**config.mk**
```make
export PLATFORM = sky130hd
export DESIGN_NAME = round_robin_process_scheduler
export DESIGN_NICKNAME = d
export VERILOG_FILES = /design/src/design/rrps_pkg.sv /design/src/design/rrps_proc_table.sv /design/src/design/rrps_ready_fifo.sv /design/src/design/round_robin_process_scheduler.sv
export SDC_FILE = /design/constraint.sdc
export NUM_CORES = 1
export LEC_CHECK = 0
export BUFFER_PORTS_ARGS = -buffer_cell sky130_fd_sc_hd__buf_2
export CAP_MARGIN = 10
export CORE_MARGIN = 5
export CORE_UTILIZATION = 50
export CTS_BUF_LIST = sky130_fd_sc_hd__clkbuf_4
export DETAILED_ROUTE_END_ITERATION = 8
export PLACE_DENSITY = 0.76
export SLEW_MARGIN = 25
export SYNTH_ARGS = -nofsm -noshare
export SYNTH_HDL_FRONTEND = slang
export SYNTH_HIERARCHICAL = 1
export SYNTH_SLANG_ARGS = --single-unit
```
**constraint.sdc**
```tcl
create_clock -name clk -period 5.6 [get_ports clk]
set_input_delay 0.28 -clock clk [delete_from_list [all_inputs] [get_ports clk]]
set_output_delay 0.28 -clock clk [all_outputs]
set_load 0.005 [all_outputs]
```
**src/design/rrps_pkg.sv**
```systemverilog
// Package for the round-robin process scheduler: sizes, table entry type
// and the control/status structs passed between the top level and its memories.
// No dependencies.
`timescale 1ns / 1ps

package rrps_pkg;

    localparam int MAX_PROCS = 16;
    localparam int ID_W      = $clog2(MAX_PROCS);
    localparam int CNT_W     = $clog2(MAX_PROCS + 1);
    localparam int TIME_W    = 16;
    localparam int TICK_W    = 8;

    localparam logic KIND_ARRIVAL = 1'b0;
    localparam logic KIND_TICK    = 1'b1;

    localparam logic [TICK_W-1:0] TICK_MAX = {TICK_W{1'b1}};

    // One process table entry.
    typedef struct packed {
        logic [TIME_W-1:0] stamp;
        logic [TICK_W-1:0] served;
        logic [TICK_W-1:0] required;
    } entry_t;

    // Process table port controls.
    typedef struct packed {
        logic            rd_en;
        logic [ID_W-1:0] rd_addr;
        logic            wr_en;
        logic [ID_W-1:0] wr_addr;
        entry_t          wr_data;
    } tbl_ctrl_t;

    // Ready FIFO controls: read the head, pop it, push an id.
    typedef struct packed {
        logic            rd_en;
        logic            pop;
        logic            push;
        logic [ID_W-1:0] push_id;
    } fifo_ctrl_t;

    typedef struct packed {
        logic empty;
        logic full;
    } fifo_stat_t;

endpackage

```
**src/design/rrps_proc_table.sv**
```systemverilog
// Per-process table: required ticks, served ticks, arrival stamp.
// Synchronous memory, one read and one write port, registered read data.
// Depends on rrps_pkg.
`timescale 1ns / 1ps

module rrps_proc_table
    import rrps_pkg::*;
(
    input  logic      clk,
    input  tbl_ctrl_t ctrl,
    output entry_t    rd_data
);

    entry_t mem [MAX_PROCS];
    entry_t rd_data_reg;

    always_ff @(posedge clk)
    begin
        if (ctrl.wr_en)
        begin
            mem[ctrl.wr_addr] <= ctrl.wr_data;
        end
        // read data holds between reads
        if (ctrl.rd_en)
        begin
            rd_data_reg <= mem[ctrl.rd_addr];
        end
    end

    assign rd_data = rd_data_reg;

endmodule

```
**src/design/rrps_ready_fifo.sv**
```systemverilog
// Ready queue of process ids: circular buffer in a synchronous memory
// with head/tail pointers and a fill count. Depends on rrps_pkg.
`timescale 1ns / 1ps

module rrps_ready_fifo
    import rrps_pkg::*;
(
    input  logic            clk,
    input  logic            rst_n,
    input  fifo_ctrl_t      ctrl,
    output logic [ID_W-1:0] head_id,
    output fifo_stat_t      stat
);

    logic [ID_W-1:0]  mem [MAX_PROCS];
    logic [ID_W-1:0]  head_id_reg;
    logic [ID_W-1:0]  head_reg, head_next;
    logic [ID_W-1:0]  tail_reg, tail_next;
    logic [CNT_W-1:0] count_reg, count_next;

    // head id read is registered; pop only moves the pointer
    always_ff @(posedge clk)
    begin
        if (ctrl.push)
        begin
            mem[tail_reg] <= ctrl.push_id;
        end
        if (ctrl.rd_en)
        begin
            head_id_reg <= mem[head_reg];
        end
    end

    always_comb
    begin
        head_next  = head_reg;
        tail_next  = tail_reg;
        count_next = count_reg;
        if (ctrl.pop)
        begin
            head_next = (head_reg == ID_W'(MAX_PROCS - 1)) ? '0 : head_reg + 1'b1;
        end
        if (ctrl.push)
        begin
            tail_next = (tail_reg == ID_W'(MAX_PROCS - 1)) ? '0 : tail_reg + 1'b1;
        end
        if (ctrl.push && !ctrl.pop)
        begin
            count_next = count_reg + 1'b1;
        end
        else if (ctrl.pop && !ctrl.push)
        begin
            count_next = count_reg - 1'b1;
        end
    end

    always_ff @(posedge clk or negedge rst_n)
    begin
        if (!rst_n)
        begin
            head_reg  <= '0;
            tail_reg  <= '0;
            count_reg <= '0;
        end
        else
        begin
            head_reg  <= head_next;
            tail_reg  <= tail_next;
            count_reg <= count_next;
        end
    end

    assign head_id    = head_id_reg;
    assign stat.empty = (count_reg == '0);
    assign stat.full  = (count_reg == CNT_W'(MAX_PROCS));

endmodule

```
**src/design/round_robin_process_scheduler.sv**
```systemverilog
// Round-robin process scheduler, quantum of one tick.
// Arrival request: taken in IDLE, writes the process table and the ready FIFO.
// Tick request: states IDLE (table/FIFO read), DECIDE (decide, second dependent table
// read) and SERVE (served-count write-back, result registered); the next request is
// taken back in IDLE, later while an older result is held.
// rst_n (async, active low) empties the FIFO, idles the processor, zeroes time.
`timescale 1ns / 1ps

module round_robin_process_scheduler
    import rrps_pkg::*;
(
    input  logic        clk,
    input  logic        rst_n,
    // request side
    input  logic        s_tvalid,
    output logic        s_tready,
    input  logic [15:0] s_tdata,   // [3:0] proc_id, [11:4] need_time, [15:12] zero
    input  logic        s_tuser,   // kind: 0 arrival, 1 tick
    // result side
    output logic        m_tvalid,
    input  logic        m_tready,
    output logic [47:0] m_tdata    // [0] run_valid, [4:1] run_id, [5] done_valid,
                                   // [9:6] done_id, [25:10] finish_time,
                                   // [41:26] turnaround, [47:42] zero
);

    typedef enum logic [1:0] {
        S_IDLE,
        S_DECIDE,
        S_SERVE
    } state_t;

    state_t            state_reg, state_next;
    logic [ID_W-1:0]   run_id_reg, run_id_next;
    logic              run_valid_reg, run_valid_next;
    logic [TIME_W-1:0] now_reg, now_next;
    logic              done_valid_reg, done_valid_next;
    logic [ID_W-1:0]   done_id_reg, done_id_next;
    logic [TIME_W-1:0] fin_reg, fin_next;
    logic [TIME_W-1:0] turn_reg, turn_next;
    logic              m_tvalid_reg, m_tvalid_next;
    logic [47:0]       m_tdata_reg, m_tdata_next;

    tbl_ctrl_t         tbl_ctrl;
    entry_t            tbl_rd;
    fifo_ctrl_t        fifo_ctrl;
    fifo_stat_t        fifo_stat;
    logic [ID_W-1:0]   fifo_head_id;

    logic              in_fire;
    logic              out_free;
    logic [3:0]        in_pid;
    logic [7:0]        in_need;
    logic              pid_ok;
    logic              met;

    rrps_proc_table u_table (
        .clk     (clk),
        .ctrl    (tbl_ctrl),
        .rd_data (tbl_rd)
    );

    rrps_ready_fifo u_fifo (
        .clk     (clk),
        .rst_n   (rst_n),
        .ctrl    (fifo_ctrl),
        .head_id (fifo_head_id),
        .stat    (fifo_stat)
    );

    assign s_tready = (state_reg == S_IDLE);
    assign in_fire  = s_tvalid && s_tready;
    assign out_free = !m_tvalid_reg || m_tready;
    assign in_pid   = s_tdata[3:0];
    assign in_need  = s_tdata[11:4];
    assign pid_ok   = (32'(in_pid) < MAX_PROCS);
    // running process has had its required service
    assign met      = run_valid_reg && (tbl_rd.served >= tbl_rd.required);

    always_comb
    begin
        state_next      = state_reg;
        run_id_next     = run_id_reg;
        run_valid_next  = run_valid_reg;
        now_next        = now_reg;
        done_valid_next = done_valid_reg;
        done_id_next    = done_id_reg;
        fin_next        = fin_reg;
        turn_next       = turn_reg;
        m_tvalid_next   = m_tvalid_reg;
        m_tdata_next    = m_tdata_reg;
        tbl_ctrl        = '0;
        fifo_ctrl       = '0;

        if (m_tvalid_reg && m_tready)
        begin
            m_tvalid_next = 1'b0;
        end

        case (state_reg)
            S_IDLE:
            begin
                if (in_fire)
                begin
                    if (s_tuser == KIND_ARRIVAL)
                    begin
                        // overwrite the entry, enqueue; dropped if FIFO full
                        if (pid_ok && !fifo_stat.full)
                        begin
                            tbl_ctrl.wr_en            = 1'b1;
                            tbl_ctrl.wr_addr          = in_pid[ID_W-1:0];
                            tbl_ctrl.wr_data.stamp    = now_reg;
                            tbl_ctrl.wr_data.served   = '0;
                            tbl_ctrl.wr_data.required = in_need;
                            fifo_ctrl.push            = 1'b1;
                            fifo_ctrl.push_id         = in_pid[ID_W-1:0];
                        end
                    end
                    else
                    begin
                        // fetch running entry and FIFO head
                        tbl_ctrl.rd_en   = 1'b1;
                        tbl_ctrl.rd_addr = run_id_reg;
                        fifo_ctrl.rd_en  = 1'b1;
                        state_next       = S_DECIDE;
                    end
                end
            end

            S_DECIDE:
            begin
                done_valid_next = met;
                done_id_next    = met ? run_id_reg : '0;
                fin_next        = met ? now_reg : '0;
                turn_next       = met ? (now_reg - tbl_rd.stamp) : '0;
                // head always leaves a non-empty FIFO; preempted process
                // goes behind it (pop before push, so it always fits)
                fifo_ctrl.pop     = !fifo_stat.empty;
                fifo_ctrl.push    = run_valid_reg && !met && !fifo_stat.empty;
                fifo_ctrl.push_id = run_id_reg;
                if (!fifo_stat.empty)
                begin
                    run_id_next    = fifo_head_id;
                    run_valid_next = 1'b1;
                end
                else if (met)
                begin
                    run_valid_next = 1'b0;
                end
                // fetch the entry to be served this slice
                tbl_ctrl.rd_en   = 1'b1;
                tbl_ctrl.rd_addr = run_id_next;
                now_next         = now_reg + 1'b1;
                state_next       = S_SERVE;
            end

            S_SERVE:
            begin
                if (out_free)
                begin
                    if (run_valid_reg)
                    begin
                        tbl_ctrl.wr_en   = 1'b1;
                        tbl_ctrl.wr_addr = run_id_reg;
                        tbl_ctrl.wr_data = tbl_rd;
                        if (tbl_rd.served != TICK_MAX)
                        begin
                            tbl_ctrl.wr_data.served = tbl_rd.served + 1'b1;
                        end
                    end
                    m_tvalid_next = 1'b1;
                    m_tdata_next  = {6'b0, turn_reg, fin_reg, done_id_reg, done_valid_reg,
                                     run_valid_reg ? run_id_reg : ID_W'(0), run_valid_reg};
                    state_next    = S_IDLE;
                end
            end

            default:
            begin
                state_next = S_IDLE;
            end
        endcase
    end

    always_ff @(posedge clk or negedge rst_n)
    begin
        if (!rst_n)
        begin
            state_reg      <= S_IDLE;
            run_id_reg     <= '0;
            run_valid_reg  <= 1'b0;
            now_reg        <= '0;
            done_valid_reg <= 1'b0;
            done_id_reg    <= '0;
            fin_reg        <= '0;
            turn_reg       <= '0;
            m_tvalid_reg   <= 1'b0;
            m_tdata_reg    <= '0;
        end
        else
        begin
            state_reg      <= state_next;
            run_id_reg     <= run_id_next;
            run_valid_reg  <= run_valid_next;
            now_reg        <= now_next;
            done_valid_reg <= done_valid_next;
            done_id_reg    <= done_id_next;
            fin_reg        <= fin_next;
            turn_reg       <= turn_next;
            m_tvalid_reg   <= m_tvalid_next;
            m_tdata_reg    <= m_tdata_next;
        end
    end

    assign m_tvalid = m_tvalid_reg;
    assign m_tdata  = m_tdata_reg;

endmodule
```
---- Yosys cells after proc, flatten, opt, wreduce, memory -nomap -nowiden ----
Memory sizes are Yosys's and may differ from the RTL's. A register that Yosys moved wholly into a read port is not among the register bits.
Index checks and enable logic that the tools add are counted.
cells by class
  add/sub/neg operators ................... 7
  multiply operators ...................... 0
  div/mod/pow operators ................... 0
  order comparisons ....................... 1
  equality and inequality tests ........... 10
  shifts and indexed selects .............. 0
  mux-type cells .......................... 39
  bitwise operators ....................... 0
  reduce and logical (&&, ||, !) cells .... 19
operators by type and width
  operator                                                                  number
  37-bit two-way mux                                                        4
  37-bit case mux with 2 select lines                                       1
  42-bit two-way mux                                                        1
  16-bit two-way mux                                                        2
  5-bit two-way mux                                                         6
  4-bit two-way mux                                                         5
  5-bit case mux with 2 select lines                                        2
  16-bit by 1-bit adder with 16-bit output (second input constant)          1
  16-bit subtractor                                                         1
  1-bit two-way mux                                                         13
  4-bit by 1-bit adder with 4-bit output (second input constant)            2
  8-bit by 1-bit adder with 8-bit output (second input constant)            1
  4-bit equality test (second input constant)                               2
  8-bit greater-or-equal comparator                                         1
  8-bit two-way mux                                                         1
  8-bit inequality test (second input constant)                             1
  1-bit logical AND                                                         7
  2-bit two-way mux                                                         3
  2-bit by 1-bit inequality test with 1-bit output (second input constant)  3
  2-bit case mux with 3 select lines                                        1
  5-bit by 1-bit adder with 5-bit output (second input constant)            1
  5-bit equality test (second input constant)                               1
  1-bit zero test                                                           5
  5-bit zero test                                                           1
  other kinds (9)                                                           10
word-level totals
  register bits ........................... 116
  latch bits .............................. 0
  bits in writable memories ............... 576
  bits in read-only memories .............. 0
  output and inout port bits .............. 50
  logic and storage cells ................. 91
  memories kept ........................... 2
memory list
  memory       depth  bits a word  rd ports  clocked after Yosys merged registers in  wr ports  line                   text
  u_table.mem  16     32           1         1                                        1         rrps_proc_table.sv:14  entry_t mem [MAX_PROCS];
  u_fifo.mem   16     4            1         1                                        1         rrps_ready_fifo.sv:15  logic [ID_W-1:0] mem [MAX_PROCS];

---- Longest topological paths before layout ----
  depth after elaboration ................. 10
  depth in mapped cells ................... 15

---- Modules after synthesis ----
The synthesis kept the hierarchy.
by module, submodules not included
  module                         instances  cells each  area an instance (um^2)  sequential area each (um^2)
  rrps_proc_table                1          838         20155.6                  16335.7
  round_robin_process_scheduler  1          582         5580.4                   2577.5
  rrps_ready_fifo                1          208         3427.0                   2367.3

---- Least setup slack after synthesis ----
No wires, ideal clock.
  path kind ............................... register to register
  start point ............................. reg u_fifo.count_reg[0]
  end point ............................... mem u_table/mem[0][0] (netlist name), enable pin
  setup time .............................. 0.461 ns
  arrival time ............................ 4.438 ns
  slack ................................... 0.701 ns
  stages on the path, launching flop included .. 11
  buffers on the path ..................... 2
  path through ............................ dfrtp_1 > or4_1 > nor2_1 > nor2_1 > and3_1 > clkbuf_1 > clkbuf_1 > nand2_1 > nand2_1 > or3b_2 > nor3_1
RTL lines
  item                      line                   text
  start: declaration        rrps_ready_fifo.sv:19  logic [CNT_W-1:0] count_reg, count_next;
  start signal: assignment  rrps_ready_fifo.sv:69  count_reg <= count_next;
  end: declaration          rrps_proc_table.sv:14

==> results.rst <==
.. list-table::
   :header-rows: 1

   * - Metric
     - Value
   * - Synthesis warning total
     - 6
   * - Horiz. Die Dim
     - 252 um
   * - Leakage dissipation
     - 0.0118 uW
   * - Data required time at the worst endpoint
     - 6.28 ns
   * - Count of filler cells inserted in the layout
     - 4273
   * - Core area
     - 0.0577 mm2
   * - Clock network latency to the later pin of the worst-skew pair
     - 1.06 ns
   * - Initial antenna violation count
     - 2
   * - First-pass GRT wire length
     - 93.4 mm
   * - Largest net degree at the start of global routing
     - 66
   * - Signal arrival time at the worst endpoint
     - 4.71 ns
   * - GP Congestion
     - 0.830
   * - Beginning of the worst hold path
     - s_tdata[3]
   * - Max-Slew Margin vs Limit
     - 0.325
   * - Startpoint type of the worst setup path
     - register
   * - Switch share
     - 0.275
   * - Count of H-tree levels built during CTS
     - 4
   * - Final max-slew violation count
     - 0
   * - Largest register FFs
     - 512
   * - Maximum fanout along the worst path
     - 31
   * - Internal power summed over all cells
     - 9790 uW
   * - Fraction of registers with async set/reset
     - 0.159
   * - Cell types occupying the most area after synthesis
     - edfxtp_1 (63%), mux4_2 (11%), dfrtp_1 (10%), nand2_1 (2.2%), a22oi_1 (1.8%)
   * - NetSw
     - 3710 uW
   * - Met1 Use GR
     - 0.269
   * - Sequential cell area fraction in the yosys report
     - 0.730
   * - Adder and majority gate portion of the synthesized area
     - 0.0160
   * - Timing-limited maximum frequency
     - 248 MHz
   * - Multiplexer area fraction after synthesis
     - 0.128
   * - Result of the run
     - finished clean
   * - Setup tns final
     - 0 ns
   * - Synth Cell Area
     - 0.0292 mm2
   * - FF/Latch Area
     - 0.0213 mm2
   * - Post-Synth Simple-Gate Area
     - 0.0467
   * - Max-cap violations
     - 0
   * - Overall Power
     - 13500 uW
   * - WHS Endpoint
     - u_fifo/mem[15][3]
   * - Clock transition at the register clock pins on the worst setup and hold paths after CTS
     - 0.06 ns
   * - Portion of total power attributed to the clock network
     - 0.315
   * - Dominant synthesized flop cell
     - edfxtp_1
   * - Capture point of the worst reg-to-reg path
     - u_table/mem[2][22]
   * - Number of vias per cell after detailed routing
     - 5.72
   * - Fraction of the mapped netlist area in compound gates
     - 0.0487
   * - Most numerous cell types in the synthesized netlist
     - edfxtp_1 (612), nand2_1 (168), mux4_2 (144)
   * - Detailed-route via count
     - 15800
   * - Final Critical Period
     - 4.03 ns
   * - Global-route met2 utilization
     - 0.297
   * - Die Footprint
     - 0.0633 mm2
   * - Type of the worst setup path
     - register to register
   * - Number of setup violations in the final report
     - 0
   * - Share of cells above drive strength 1
     - 0.300
   * - Tightest Pin Transition
     - 1.01 ns
   * - Maximum buffer depth of the clock tree
     - 3
   * - Unrepaired setup endpoints after global routing
     - no
   * - Power density over the cells
     - 409 mW/mm2
   * - Number of global-route vias before repair
     - 16200
   * - Number of nets in the layout
     - 1904
   * - Number of hold violations in the final report
     - 0
   * - Combined area of the multi-input logic cells
     - 0.00753 mm2
   * - Layer carrying the most global-route usage
     - met2
   * - Share of power burned in combinational logic
     - 0.185
   * - CTS tree
     - built
   * - Most repeated cell in the gate-level netlist after synthesis
     - edfxtp_1
   * - Die extent in y
     - 252 um
   * - Syn Area/Cell
     - 17.9 um2
   * - Relative area change from synthesis to final layout
     - 13.3%
   * - DR iter-0 viols
     - 1619
   * - Number of nets with antenna violations after routing
     - 0
   * - Biggest area consumer among synthesized cells
     - edfxtp_1
   * - Number of sinks on the clock net
     - 728
   * - Part of the power in registers
     - 0.499
   * - Overflow left after global routing
     - 0
   * - Reg2reg start
     - u_fifo/count_reg[0]
   * - Number of port buffers
     - 60
   * - Number of buffers inserted during clock tree synthesis
     - 175
   * - Dominant combinational cell family by area after synthesis
     - multiplexers
   * - Area share of xor/xnor cells in the synthesized design
     - 0.0105
   * - Residual DRC count
     - 0
   * - Instance count along the most critical hold path
     - 3
   * - R2R cell count
     - 10
   * - Starting utilization of the core area
     - 0.505
   * - Area share of the leading cell type in the synthesized netlist
     - 0.630
   * - GR Layer Usage met3
     - 0.0556
   * - Standard-cell rows
     - 88
   * - Length of the first detailed-routing pass in iterations
     - 5
   * - Fin Clk Skew
     - 0.0691 ns
   * - Final clock period utilization by the worst path
     - 0.719
   * - Synthesized netlist cell count
     - 1628
   * - Wire length after detailed routing
     - 60.3 mm
   * - Average wire length per cell after detail routing
     - 21.9 um
   * - Number of synthesized flops with an enable pin
     - 612
   * - Global routing usage summed across all routing layers
     - 0.193
   * - Post-synth cell types
     - 56
   * - Flops & latches, synth
     - 728
   * - Slack of the worst reg-to-reg path
     - 1.57 ns
   * - Path category of the worst min-delay check
     - input pin to register
   * - Root cell of the clock tree
     - clkbuf_4
   * - DPL Wire Length
     - 34.7 mm
   * - Kind of capture point of the worst setup path
     - register
   * - Worst-case vdd ir drop
     - 291 uV
   * - Number of I/O pins
     - 71
metrics by stage:
stage	cell area [um2]	worst slack [ns]	cells	util	hold WS, ns
floorplan	29200	0.701	1633	-	-0.0156
global placement	30600	1.56	2419	0.530	0.441
detailed placement	30600	1.54	2419	0.530	0.440
CTS	33000	1.54	2746	0.572	0.0159
global route	33000	1.31	2749	0.572	0.0948
finish	33000	1.57	2755	0.573	0.0573
area by class of cell:
type	instances	area share
Sequential cell	728	0.644
Multi-Input combinational cell	784	0.228
Clock buffer	237	0.0538
Tap cell	765	0.0290
Timing Repair Buffer	125	0.0272
Clock inverter	74	0.0137
Inverter	33	0.00375
Antenna cell	9	0.000682
logic make-up (layout without fill, tap and decap cells):
| group | Yosys count | in the layout |
|---|---|---|
| multiplexers | 189 | 189 |
| other | 1 | 15 |
| XOR/XNOR | 35 | 35 |
| AND/OR/NAND/NOR | 304 | 304 |
| flip-flops | 728 | 728 |
| adder cells (fa/ha/maj) | 36 | 36 |
| buffers and inverters | 121 | 469 |
| AO/OA/AOI/OAI | 214 | 214 |
cells in the final DEF (no fill, tap or decap), types with 8 or more instances in the layout:
| cell type | count |
|---|---|
| mux2_2 | 43 |
| dfrtp_1 | 116 |
| and2_1 | 11 |
| nor3_1 | 10 |
| a21oi_1 | 20 |
| nor2_4 | 14 |
| dlygate4sd3_1 | 15 |
| ha_1 | 34 |
| clkbuf_4 | 237 |
| xnor2_1 | 25 |
| mux4_2 | 144 |
| edfxtp_1 | 612 |
| a22oi_1 | 68 |
| nand4_1 | 9 |
| inv_1 | 33 |
| and3_1 | 11 |
| xor2_1 | 10 |
| clkinv_1 | 56 |
| nor2_1 | 28 |
| o31ai_1 | 10 |
| o21ai_1 | 12 |
| a22o_1 | 10 |
| nand3_1 | 19 |
| nor2b_1 | 8 |
| o21ai_0 | 54 |
| diode_2 | 9 |
| buf_2 | 59 |
| nand2_1 | 168 |
| buf_4 | 46 |
worst max-delay path, cell delays in order, from the launching register on:
cell	delay, ns
dfrtp_1	0.43
or4_1	0.58
nor2_1	0.12
nor2_1	0.05
and3_1	0.18
buf_4	0.25
nand2_1	0.14
nand2_1	0.14
or3b_2	0.63
nor2_4	0.73
buf_4	0.43
power by group through the flow:
stage	clock, uW	combinational [uW]	sequential (uW)
finish	4260	2500	6740
global route	4700	2750	6780
CTS	4370	2510	6730
detailed placement	0	2490	6850
global placement	0	2420	6820
floorplan	0	1830	6740
how the worst max path moves through the flow:
stage,start,cells past startpoint,endpoint,slack [ns]
final,u_fifo/count_reg[0],10,u_table/mem[2][22],1.57
after global routing,u_fifo/count_reg[0],9,u_table/rd_data[9],1.31
after CTS,state_reg[1],7,u_table/rd_data[9],1.54
after detailed placement,state_reg[1],7,u_table/rd_data[11],1.54
after global placement,state_reg[1],7,u_table/rd_data[11],1.56
after floorplan,u_fifo/count_reg[0],10,u_table/mem[0][0],0.70
what timing repair did:
item | 4_1_cts | 5_1_grt
resized for setup | 0 | 0
hold buffers | 16 | 0
setup endpoints to repair | 0 | 0
hold endpoints to repair | 226 | 0
setup buffers | 0 | 0
per-layer routing:
metal | wire (um) | part of all wire
met2 | 29100 | 0.48
met5 | 0 | 0
met1 | 24500 | 0.41
met3 | 5370 | 0.089
met4 | 1420 | 0.023
(Power assumes the default switching activity.)
